`src/rtl/daq_double_buffer_sequencer_unit_assert.svh`:
```
// Assertion macros shared by the acquisition sequencer RTL.
// Each macro expects clk_i and rst_ni in the scope where it is used.
`ifndef DAQ_DOUBLE_BUFFER_SEQUENCER_UNIT_ASSERT_SVH
`define DAQ_DOUBLE_BUFFER_SEQUENCER_UNIT_ASSERT_SVH

// Same-cycle implication, checked out of reset.
`define DBS_ASSERT_IMPL(label, ante, cons) \
  label: assert property (@(posedge clk_i) disable iff (!rst_ni) (ante) |-> (cons)) \
    else $error("sequencer check failed");

// Next-cycle implication, checked out of reset.
`define DBS_ASSERT_NEXT(label, ante, cons) \
  label: assert property (@(posedge clk_i) disable iff (!rst_ni) (ante) |=> (cons)) \
    else $error("sequencer check failed");

`endif

```
`src/rtl/dbs_pkg.sv`:
```
// Types and constants of the acquisition sequencer.
// No dependencies; used by every module of the block.
package dbs_pkg;

  localparam int unsigned RowW  = 17;
  localparam int unsigned TickW = 32;
  localparam int unsigned DivW  = 31;
  localparam int unsigned AddrW = 5;
  localparam int unsigned IdxW  = 3;

  // buffer depth in rows
  localparam logic [RowW-1:0] Rows = RowW'(65536);

  // strobe sources
  localparam logic [1:0] StrobeAdcA  = 2'd0;
  localparam logic [1:0] StrobeAdcB  = 2'd1;
  localparam logic [1:0] StrobeTimer = 2'd2;

  // trigger source selecting the software trigger
  localparam logic [3:0] TrigUser = 4'd8;

  // register indexes
  localparam logic [IdxW-1:0] RegStrobeSelect  = 3'd0;
  localparam logic [IdxW-1:0] RegAdcADivider   = 3'd1;
  localparam logic [IdxW-1:0] RegAdcBDivider   = 3'd2;
  localparam logic [IdxW-1:0] RegStrobePeriod  = 3'd3;
  localparam logic [IdxW-1:0] RegTriggerSelect = 3'd4;
  localparam logic [IdxW-1:0] RegTriggerPeriod = 3'd5;

  typedef struct packed {
    logic [1:0]      strobe_select;
    logic [DivW-1:0] adc_a_divider;
    logic [DivW-1:0] adc_b_divider;
    logic [DivW-1:0] strobe_period;
    logic [3:0]      trigger_select;
    logic [DivW-1:0] trigger_period;
  } cfg_t;

  typedef struct packed {
    logic strobe;
    logic done_a;
    logic done_b;
    logic trig_due;
  } timer_status_t;

  typedef struct packed {
    logic [TickW-1:0] trigger_total;
    logic             buffer_swapped;
    logic             latch_b;
    logic             latch_a;
    logic             row_stored;
    logic [RowW-1:0]  row_index;
    logic             active_buffer;
  } result_t;

endpackage

```
`src/rtl/dbs_apb_regs.sv`:
```
// APB configuration registers of the acquisition sequencer.
// Depends on dbs_pkg.
module dbs_apb_regs (
  input  logic                     clk_i,
  input  logic                     rst_ni,
  input  logic                     psel,
  input  logic                     penable,
  input  logic                     pwrite,
  input  logic [dbs_pkg::AddrW-1:0] paddr,
  input  logic [31:0]              pwdata,
  output logic [31:0]              prdata,
  output logic                     pready,
  output dbs_pkg::cfg_t            cfg_o
);

  dbs_pkg::cfg_t               cfg_q;
  logic                        wr_en;
  logic [dbs_pkg::IdxW-1:0]    idx;

  assign pready = 1'b1;
  assign wr_en  = psel && penable && pwrite;
  assign idx    = paddr[dbs_pkg::AddrW-1:2];
  assign cfg_o  = cfg_q;

  always_ff @(posedge clk_i or negedge rst_ni) begin
    if (!rst_ni) begin
      cfg_q <= '0;
    end else if (wr_en) begin
      unique case (idx)
        dbs_pkg::RegStrobeSelect:  cfg_q.strobe_select  <= pwdata[1:0];
        dbs_pkg::RegAdcADivider:   cfg_q.adc_a_divider  <= pwdata[dbs_pkg::DivW-1:0];
        dbs_pkg::RegAdcBDivider:   cfg_q.adc_b_divider  <= pwdata[dbs_pkg::DivW-1:0];
        dbs_pkg::RegStrobePeriod:  cfg_q.strobe_period  <= pwdata[dbs_pkg::DivW-1:0];
        dbs_pkg::RegTriggerSelect: cfg_q.trigger_select <= pwdata[3:0];
        dbs_pkg::RegTriggerPeriod: cfg_q.trigger_period <= pwdata[dbs_pkg::DivW-1:0];
        default: ;
      endcase
    end
  end

  always_comb begin
    unique case (idx)
      dbs_pkg::RegStrobeSelect:  prdata = {30'd0, cfg_q.strobe_select};
      dbs_pkg::RegAdcADivider:   prdata = {1'b0, cfg_q.adc_a_divider};
      dbs_pkg::RegAdcBDivider:   prdata = {1'b0, cfg_q.adc_b_divider};
      dbs_pkg::RegStrobePeriod:  prdata = {1'b0, cfg_q.strobe_period};
      dbs_pkg::RegTriggerSelect: prdata = {28'd0, cfg_q.trigger_select};
      dbs_pkg::RegTriggerPeriod: prdata = {1'b0, cfg_q.trigger_period};
      default:                   prdata = 32'd0;
    endcase
  end

endmodule

```
`src/rtl/dbs_tick_timers.sv`:
```
// Elapsed-tick counters for ADC A, ADC B, strobe and trigger timers.
// Depends on dbs_pkg and the assertion macro header.
`include "daq_double_buffer_sequencer_unit_assert.svh"

module dbs_tick_timers (
  input  logic                  clk_i,
  input  logic                  rst_ni,
  input  logic                  step_i,
  input  logic                  en_i,
  input  dbs_pkg::cfg_t         cfg_i,
  input  logic                  fire_i,
  output dbs_pkg::timer_status_t status_o
);

  localparam logic [dbs_pkg::TickW-1:0] TickMax = '1;

  logic                      enable_seen_q;
  logic [dbs_pkg::TickW-1:0] a_q, b_q, s_q, t_q;
  logic [dbs_pkg::TickW-1:0] a_n, b_n, s_n, t_n;
  logic                      rise, done_a, done_b, strobe_due, ready;

  function automatic logic [dbs_pkg::TickW-1:0] sat_inc(
    input logic [dbs_pkg::TickW-1:0] v
  );
    sat_inc = (v == TickMax) ? v : v + 1'b1;
  endfunction

  // a rising enable restarts every timer
  assign rise = !enable_seen_q;
  assign a_n  = rise ? '0 : sat_inc(a_q);
  assign b_n  = rise ? '0 : sat_inc(b_q);
  assign s_n  = rise ? '0 : sat_inc(s_q);
  assign t_n  = rise ? '0 : sat_inc(t_q);

  assign done_a     = a_n >= {1'b0, cfg_i.adc_a_divider};
  assign done_b     = b_n >= {1'b0, cfg_i.adc_b_divider};
  assign strobe_due = s_n >= ({1'b0, cfg_i.strobe_period} + 1'b1);

  always_comb begin
    unique case (cfg_i.strobe_select)
      dbs_pkg::StrobeAdcA:  ready = done_a;
      dbs_pkg::StrobeAdcB:  ready = done_b;
      dbs_pkg::StrobeTimer: ready = strobe_due;
      default:              ready = 1'b0;
    endcase
  end

  assign status_o.strobe   = en_i && ready;
  assign status_o.done_a   = done_a;
  assign status_o.done_b   = done_b;
  assign status_o.trig_due = t_n >= ({1'b0, cfg_i.trigger_period} + 1'b1);

  always_ff @(posedge clk_i or negedge rst_ni) begin
    if (!rst_ni) begin
      enable_seen_q <= 1'b0;
      a_q           <= '0;
      b_q           <= '0;
      s_q           <= '0;
      t_q           <= '0;
    end else if (step_i) begin
      if (!en_i) begin
        enable_seen_q <= 1'b0;
      end else begin
        enable_seen_q <= 1'b1;
        a_q <= (status_o.strobe && done_a) ? '0 : a_n;
        b_q <= (status_o.strobe && done_b) ? '0 : b_n;
        s_q <= status_o.strobe ? '0 : s_n;
        t_q <= fire_i ? '0 : t_n;
      end
    end
  end

  `DBS_ASSERT_NEXT(a_rise_clears, step_i && en_i && !enable_seen_q, a_q == '0 && s_q == '0)
  `DBS_ASSERT_IMPL(a_strobe_needs_en, status_o.strobe, en_i)

endmodule

```
`src/rtl/dbs_row_seq.sv`:
```
// Row position, double-buffer select and trigger counting.
// Depends on dbs_pkg and the assertion macro header.
`include "daq_double_buffer_sequencer_unit_assert.svh"

module dbs_row_seq (
  input  logic                   clk_i,
  input  logic                   rst_ni,
  input  logic                   step_i,
  input  logic                   user_trigger_i,
  input  logic [3:0]             trigger_select_i,
  input  dbs_pkg::timer_status_t status_i,
  output logic                   fire_o,
  output dbs_pkg::result_t       result_o
);

  logic [dbs_pkg::RowW-1:0]  pos_q, pos_d;
  logic                      buf_q;
  logic [dbs_pkg::TickW-1:0] cnt_q, cnt_d;
  logic                      pending_q, pending_d, pending_eff, src_fire;
  logic                      user_src;

  assign pending_eff = pending_q || user_trigger_i;
  assign user_src    = trigger_select_i == dbs_pkg::TrigUser;

  always_comb begin
    priority if (user_src) begin
      src_fire = pending_eff;
    end else if (!trigger_select_i[3]) begin
      src_fire = status_i.trig_due;
    end else begin
      src_fire = 1'b0;
    end
  end

  assign fire_o = status_i.strobe && src_fire;

  // consume the software trigger only on a strobe in user mode
  assign pending_d = pending_eff && !(status_i.strobe && user_src);

  always_comb begin
    priority if (fire_o) begin
      pos_d = '0;
    end else if (status_i.strobe && pos_q <= dbs_pkg::Rows) begin
      pos_d = pos_q + 1'b1;
    end else begin
      pos_d = pos_q;
    end
  end

  assign cnt_d = fire_o ? cnt_q + 1'b1 : cnt_q;

  assign result_o.active_buffer  = buf_q;
  assign result_o.row_index      = pos_q;
  assign result_o.row_stored     = pos_q < dbs_pkg::Rows;
  assign result_o.latch_a        = status_i.done_a;
  assign result_o.latch_b        = status_i.done_b;
  assign result_o.buffer_swapped = fire_o;
  assign result_o.trigger_total  = cnt_d;

  always_ff @(posedge clk_i or negedge rst_ni) begin
    if (!rst_ni) begin
      pos_q     <= '0;
      buf_q     <= 1'b0;
      cnt_q     <= '0;
      pending_q <= 1'b0;
    end else if (step_i) begin
      pos_q     <= pos_d;
      buf_q     <= buf_q ^ fire_o;
      cnt_q     <= cnt_d;
      pending_q <= pending_d;
    end
  end

  `DBS_ASSERT_IMPL(a_pos_clamped, 1'b1, pos_q <= dbs_pkg::Rows + 1'b1)
  `DBS_ASSERT_NEXT(a_fire_swaps, step_i && fire_o, pos_q == '0 && buf_q != $past(buf_q))

endmodule

```
`src/rtl/daq_double_buffer_sequencer_unit.sv`:
```
// Top level of the double-buffered acquisition sequencer.
// Depends on dbs_pkg, dbs_apb_regs, dbs_tick_timers, dbs_row_seq and the assertion header.
//
// Each input beat is one clock tick of the acquisition timing: tdata[0] is the
// enable level, tdata[1] a software trigger pulse. A rising enable restarts the
// ADC A, ADC B, strobe and trigger timers. On every tick that produces a sample
// strobe one output beat reports the active buffer, the row position, whether
// the row lies inside the buffer, which ADCs latched, whether a buffer trigger
// swapped the buffers, and the trigger count after the tick; ticks without a
// strobe produce no beat. Throughput is one tick per clock unless the output
// stalls: a beat is taken into an input register, processed by the timer and
// row logic (32-bit increment and compare per timer), and the result lands in
// an output register.
// Input is stalled only while the output register holds an untaken beat and a
// new tick waits behind it. Write configuration over APB only while idle.
`include "daq_double_buffer_sequencer_unit_assert.svh"

module daq_double_buffer_sequencer_unit (
  input  logic                      clk_i,
  input  logic                      rst_ni,
  // input stream
  input  logic                      s_axis_tvalid,
  output logic                      s_axis_tready,
  input  logic [7:0]                s_axis_tdata,  // [0] acq_enable, [1] user_trigger
  // result stream
  output logic                      m_axis_tvalid,
  input  logic                      m_axis_tready,
  // [0] active_buffer, [17:1] row_index, [18] row_stored, [19] latch_a,
  // [20] latch_b, [21] buffer_swapped, [53:22] trigger_total
  output logic [55:0]               m_axis_tdata,
  // configuration
  input  logic                      psel,
  input  logic                      penable,
  input  logic                      pwrite,
  input  logic [dbs_pkg::AddrW-1:0] paddr,
  input  logic [31:0]               pwdata,
  output logic [31:0]               prdata,
  output logic                      pready
);

  dbs_pkg::cfg_t          cfg;
  dbs_pkg::timer_status_t status;
  dbs_pkg::result_t       result, res_q;

  logic in_valid_q, in_en_q, in_ut_q;
  logic out_valid_q, out_valid_d;
  logic advance, fire;

  // advance the held tick when the result register is free or draining
  assign advance       = in_valid_q && (!out_valid_q || m_axis_tready);
  assign s_axis_tready = !in_valid_q || advance;

  always_ff @(posedge clk_i or negedge rst_ni) begin
    if (!rst_ni) begin
      in_valid_q <= 1'b0;
    end else if (s_axis_tready) begin
      in_valid_q <= s_axis_tvalid;
    end
  end

  // payload, no reset needed
  always_ff @(posedge clk_i) begin
    if (s_axis_tready && s_axis_tvalid) begin
      in_en_q <= s_axis_tdata[0];
      in_ut_q <= s_axis_tdata[1];
    end
  end

  dbs_apb_regs u_regs (
    .clk_i   (clk_i),
    .rst_ni  (rst_ni),
    .psel    (psel),
    .penable (penable),
    .pwrite  (pwrite),
    .paddr   (paddr),
    .pwdata  (pwdata),
    .prdata  (prdata),
    .pready  (pready),
    .cfg_o   (cfg)
  );

  dbs_tick_timers u_timers (
    .clk_i    (clk_i),
    .rst_ni   (rst_ni),
    .step_i   (advance),
    .en_i     (in_en_q),
    .cfg_i    (cfg),
    .fire_i   (fire),
    .status_o (status)
  );

  dbs_row_seq u_seq (
    .clk_i            (clk_i),
    .rst_ni           (rst_ni),
    .step_i           (advance),
    .user_trigger_i   (in_ut_q),
    .trigger_select_i (cfg.trigger_select),
    .status_i         (status),
    .fire_o           (fire),
    .result_o         (result)
  );

  // load a result on a strobe tick, drop the beat once taken
  always_comb begin
    priority if (advance) begin
      out_valid_d = status.strobe;
    end else if (m_axis_tready) begin
      out_valid_d = 1'b0;
    end else begin
      out_valid_d = out_valid_q;
    end
  end

  always_ff @(posedge clk_i or negedge rst_ni) begin
    if (!rst_ni) begin
      out_valid_q <= 1'b0;
    end else begin
      out_valid_q <= out_valid_d;
    end
  end

  always_ff @(posedge clk_i) begin
    if (advance && status.strobe) begin
      res_q <= result;
    end
  end

  assign m_axis_tvalid = out_valid_q;
  assign m_axis_tdata  = {2'b00, res_q};

  `DBS_ASSERT_IMPL(a_stored_flag, out_valid_q, res_q.row_stored == (res_q.row_index < dbs_pkg::Rows))
  `DBS_ASSERT_IMPL(a_swap_resets_row, advance && fire, result.buffer_swapped && status.strobe)

endmodule
```
`config.mk`:
```
export PLATFORM = sky130hd
export DESIGN_NAME = daq_double_buffer_sequencer_unit
export DESIGN_NICKNAME = d
export VERILOG_FILES = /design/src/rtl/dbs_pkg.sv /design/src/rtl/dbs_apb_regs.sv /design/src/rtl/dbs_tick_timers.sv /design/src/rtl/dbs_row_seq.sv /design/src/rtl/daq_double_buffer_sequencer_unit.sv
export VERILOG_INCLUDE_DIRS = /design/src /design/src/rtl
export SDC_FILE = /design/constraint.sdc
export NUM_CORES = 1
export LEC_CHECK = 0
export ABC_AREA = 0
export BUFFER_PORTS_ARGS = -buffer_cell sky130_fd_sc_hd__buf_2
export CORE_MARGIN = 8
export CORE_UTILIZATION = 35
export CTS_BUF_LIST = sky130_fd_sc_hd__clkbuf_4
export CTS_CLUSTER_DIAMETER = 100
export DETAILED_ROUTE_END_ITERATION = 12
export PLACE_DENSITY_LB_ADDON = 0.2
export SYNTH_ARGS = -nofsm -noshare
export SYNTH_HDL_FRONTEND = slang
export SYNTH_SLANG_ARGS = --single-unit
```
`constraint.sdc`:
```
create_clock -name clk_i -period 9.2 [get_ports clk_i]
set_input_delay 0.92 -clock clk_i [delete_from_list [all_inputs] [get_ports clk_i]]
set_output_delay 0.92 -clock clk_i [all_outputs]
set_load 0.005 [all_outputs]
```
==> results.ini <==
[outcome]
status = finished, final reports clean

[synthesis]
synth_common_cells = nand2_1, dfrtp_1, nor2_1
synth.avg_cell_area_um2 = 9.014
ys_seq_elements = 368
ys_top_cells_by_area = dfrtp_1, ha_1, edfxtp_1
ys.flop_type = dfrtp_1
synth_seq_area_share_pct = 41.36
yosys.area.top_type = dfrtp_1
synthArstFlopShare_pct = 84.78
synth_edf_count = 56
synthCells = 2545
yosysUniqueCellTypes = 73
syn_area_um2 = 22940
synth_top_area_share_pct = 34.03
synth.most_common_cell = nand2_1
yosysWarnings = 0

[floorplan]
fp.dieArea_um2 = 73990
floorplan.initialDensity_pct = 35.14
pin_count = 143
die_h_um = 272.0
core_um2 = 65280
fp.dieW_um = 272.0
std_cell_rows = 94

[flow_run]
cap_violations = 0

[routing]
routed_wl_um = 69810
drt-initial-drc-count = 1314
avgRoutedWirePerCell_um = 19.19
vias_per_cell = 5.363
vias = 19510
antenna_left = 0
drc = 0
firstDrtPassIters = 5

[timing]
fmax_ghz = 0.1397
maxSlewHeadroom_pct = 25.63
tightest_slew_ns = 1.116
setup_viol = 0
hold_viol_final = 0
min_period_ns = 7.156
drv_slew = 0
rsz0062_at_grt = no
fin_skew_ns = 0.07254
finalCritPeriodShare_pct = 77.78
fin_ws_ns = 2.044
tns_ns = 0

[setup_path]
start_kind = register
rr_startpoint = u_timers.b_q[13]
cp.arrival_ns = 7.87
cp_max_fo = 27
r2r_slack_ns = 2.04
cp_common_cell = nand4_1
crit_path_end = u_seq.cnt_q[1]
path_cells = nand4_1 -> nor4_1 -> nand4_1 -> o21a_1 -> and3b_1 -> nand2_1 -> xor2_1 -> nor2_1 -> ha_1 -> a21oi_1 -> o21ai_0 -> a2111oi_0 -> o22ai_1 -> a211oi_1 -> o21bai_1 -> a221oi_4 -> buf_4 -> nor2_2 -> mux2_2
slowest_stage = a221oi_4
crit_start = u_timers.b_q[13]
r2r_end = u_seq.cnt_q[1]
endpoint_kind = register
worstSetupPathType = register to register
cpPeakStageDelay_ns = 0.97
r2r_cells = 19
worstPathRequired_ns = 9.91

[cts]
insertion_delay_ns = 0.88
cts.clk_slew.worst_paths_ns = 0.06
htreeDepth = 3
cts_inserted_buffers = 105
cts_buffer_depth = 3
cts_tree = built
root_buffer = clkbuf_4
cts.sinks = 368
ctsResizeCount = 0

[global_routing]
grt_use_total_pct = 18.51
grt_pass1_wl_um = 110200
grt_pass1_vias = 19320
grt.overflow.total = 0
antenna_found_initial = 2
grt_max_degree = 79

[cells_and_area]
syn_to_final_growth_pct = 12.59
fin_area_um2 = 25830
multi_input_area_um2 = 12640
seqCellArea_um2 = 9490
drive_gt1_share_pct = 15.33
final_nets = 2872
fillerInstances = 6650

[placed_design]
io_buffers = 129
place_ws_ns = 2.083
hpwl_um = 50270
placed_area_um2 = 24440
routabilityCongestion = 0.8740

[power]
total_power_uw = 4361
ir_worst_vdd_mv = 0.1139
leakagePower_uw = 0.01152
power.density_nw_per_um2 = 168.8

[worst_hold_path]
hold-path-cell-count = 1
hold_class = input port to register

[flip-flops by register name, indices dropped and copies added, names as in the netlist]
| register | flops |
|---|---|
| u_timers.a_q | 32 |
| m_axis_tdata | 54 |
| u_timers.t_q | 32 |
| in_ut_q | 1 |
| u_timers.b_q | 32 |
| m_axis_tvalid | 1 |
| u_seq.pos_q | 17 |
| u_timers.enable_seen_q | 1 |
| u_seq.pending_q | 1 |
| u_timers.s_q | 32 |
| u_seq.buf_q | 1 |
| u_seq.cnt_q | 32 |
| in_valid_q | 1 |
| in_en_q | 1 |
| u_regs.cfg_o | 130 |
[stage by stage]
step	std cells	hold WS (ns)	util (%)
after floorplan	2547	0.4372	-
after global placement	3441	0.4600	37.44
after detailed placement	3441	0.4776	37.44
after CTS	3636	0.1800	39.56
after global routing	3637	0.1994	39.57
final	3638	0.2803	39.57
[critical path: cells and delay by family, from the launching register on]
family          cells  cell delay [ns]
compound gates      8             3.43
xor+xnor            1             0.18
fa+ha+maj           1             0.34
buf+inv             1             0.45
flops               1             0.44
mux                 1             0.32
simple gates        7             1.85
[logic make-up (layout without fill, tap and decap cells)]
| family | count (synthesis) | count (layout) | share of synthesized area, % |
|---|---|---|---|
| simple gates | 1085 | 1085 | 22.66 |
| compound gates | 397 | 397 | 11.11 |
| flops | 368 | 368 | 41.36 |
| xor+xnor | 243 | 243 | 9.277 |
| buf+inv | 225 | 450 | 3.845 |
| fa+ha+maj | 135 | 135 | 7.363 |
| mux | 90 | 90 | 4.347 |
| other cells | 2 | 6 | 0.03274 |
[cell usage in the layout, fill, tap and decap left out, types with 5 or more instances in the layout]
cell      instances
or3_1            12
nor2b_1           7
xnor2_1         121
o22ai_1          11
or4_1             5
nand2_1         381
nand3_1         169
mux2i_1          22
o31ai_1          27
a31o_2            8
o41ai_2           5
inv_1            96
and3_1           53
ha_1            135
xor2_1          122
o21a_1            6
buf_4            28
nand2b_1         16
buf_2           128
a22oi_1          53
clkinv_2          5
a211oi_1         12
dfrtp_1         311
nor2_1          183
clkinv_1         31
nor4_1           23
a31oi_1           5
nor3_1           54
a21o_1           17
edfxtp_1         56
o21ai_0         143
clkbuf_4        151
mux2_2           67
a21oi_1          65
and2_1           46
and4_1           23
nand4_1          80
nor3b_1           5
o21ai_1           6
[area by class of cell]
type	instances	area share (%)
timing repair buffer	158	3.391
sequential	368	36.74
clock inverter	43	0.9252
inverter	98	1.429
clock buffer	151	4.389
multi-input combinational	1954	48.92
antenna	2	0.01938
tap	864	4.185
[report_power, final]
| part | internal (uW) | switching, uW | leakage [uW] |
|---|---|---|---|
| sequential | 1810 | 206 | 0.00462 |
| clock | 816 | 755 | 0.000813 |
| combinational | 287 | 485 | 0.00608 |
[repair_timing]
action                    4_1_cts  5_1_grt
hold endpoints to repair       58        0
setup buffers                   0        0
hold buffers                    1        0
[how the worst min path moves through the flow]
stage | start | endpoint | slack [ns]
4_1_cts | s_axis_tdata[0] | in_en_q | 0.18
5_1_grt | s_axis_tdata[1] | in_ut_q | 0.20
3_5_place_dp | u_seq.buf_q | u_seq.buf_q | 0.48
3_3_place_gp | u_seq.buf_q | u_seq.buf_q | 0.46
2_1_floorplan | u_seq.buf_q | u_seq.buf_q | 0.44
6_report | s_axis_tdata[0] | in_en_q | 0.28
[routing by layer]
metal  GRT usage, %  wire length [um]  up-vias
li1               -                 -     9355
met1          24.19             31240     9501
met2          29.86             31970      525
met3          3.902              4135      131
met4          7.217              2464        0
met5              0                 0        -
(Power assumes the default switching activity.)
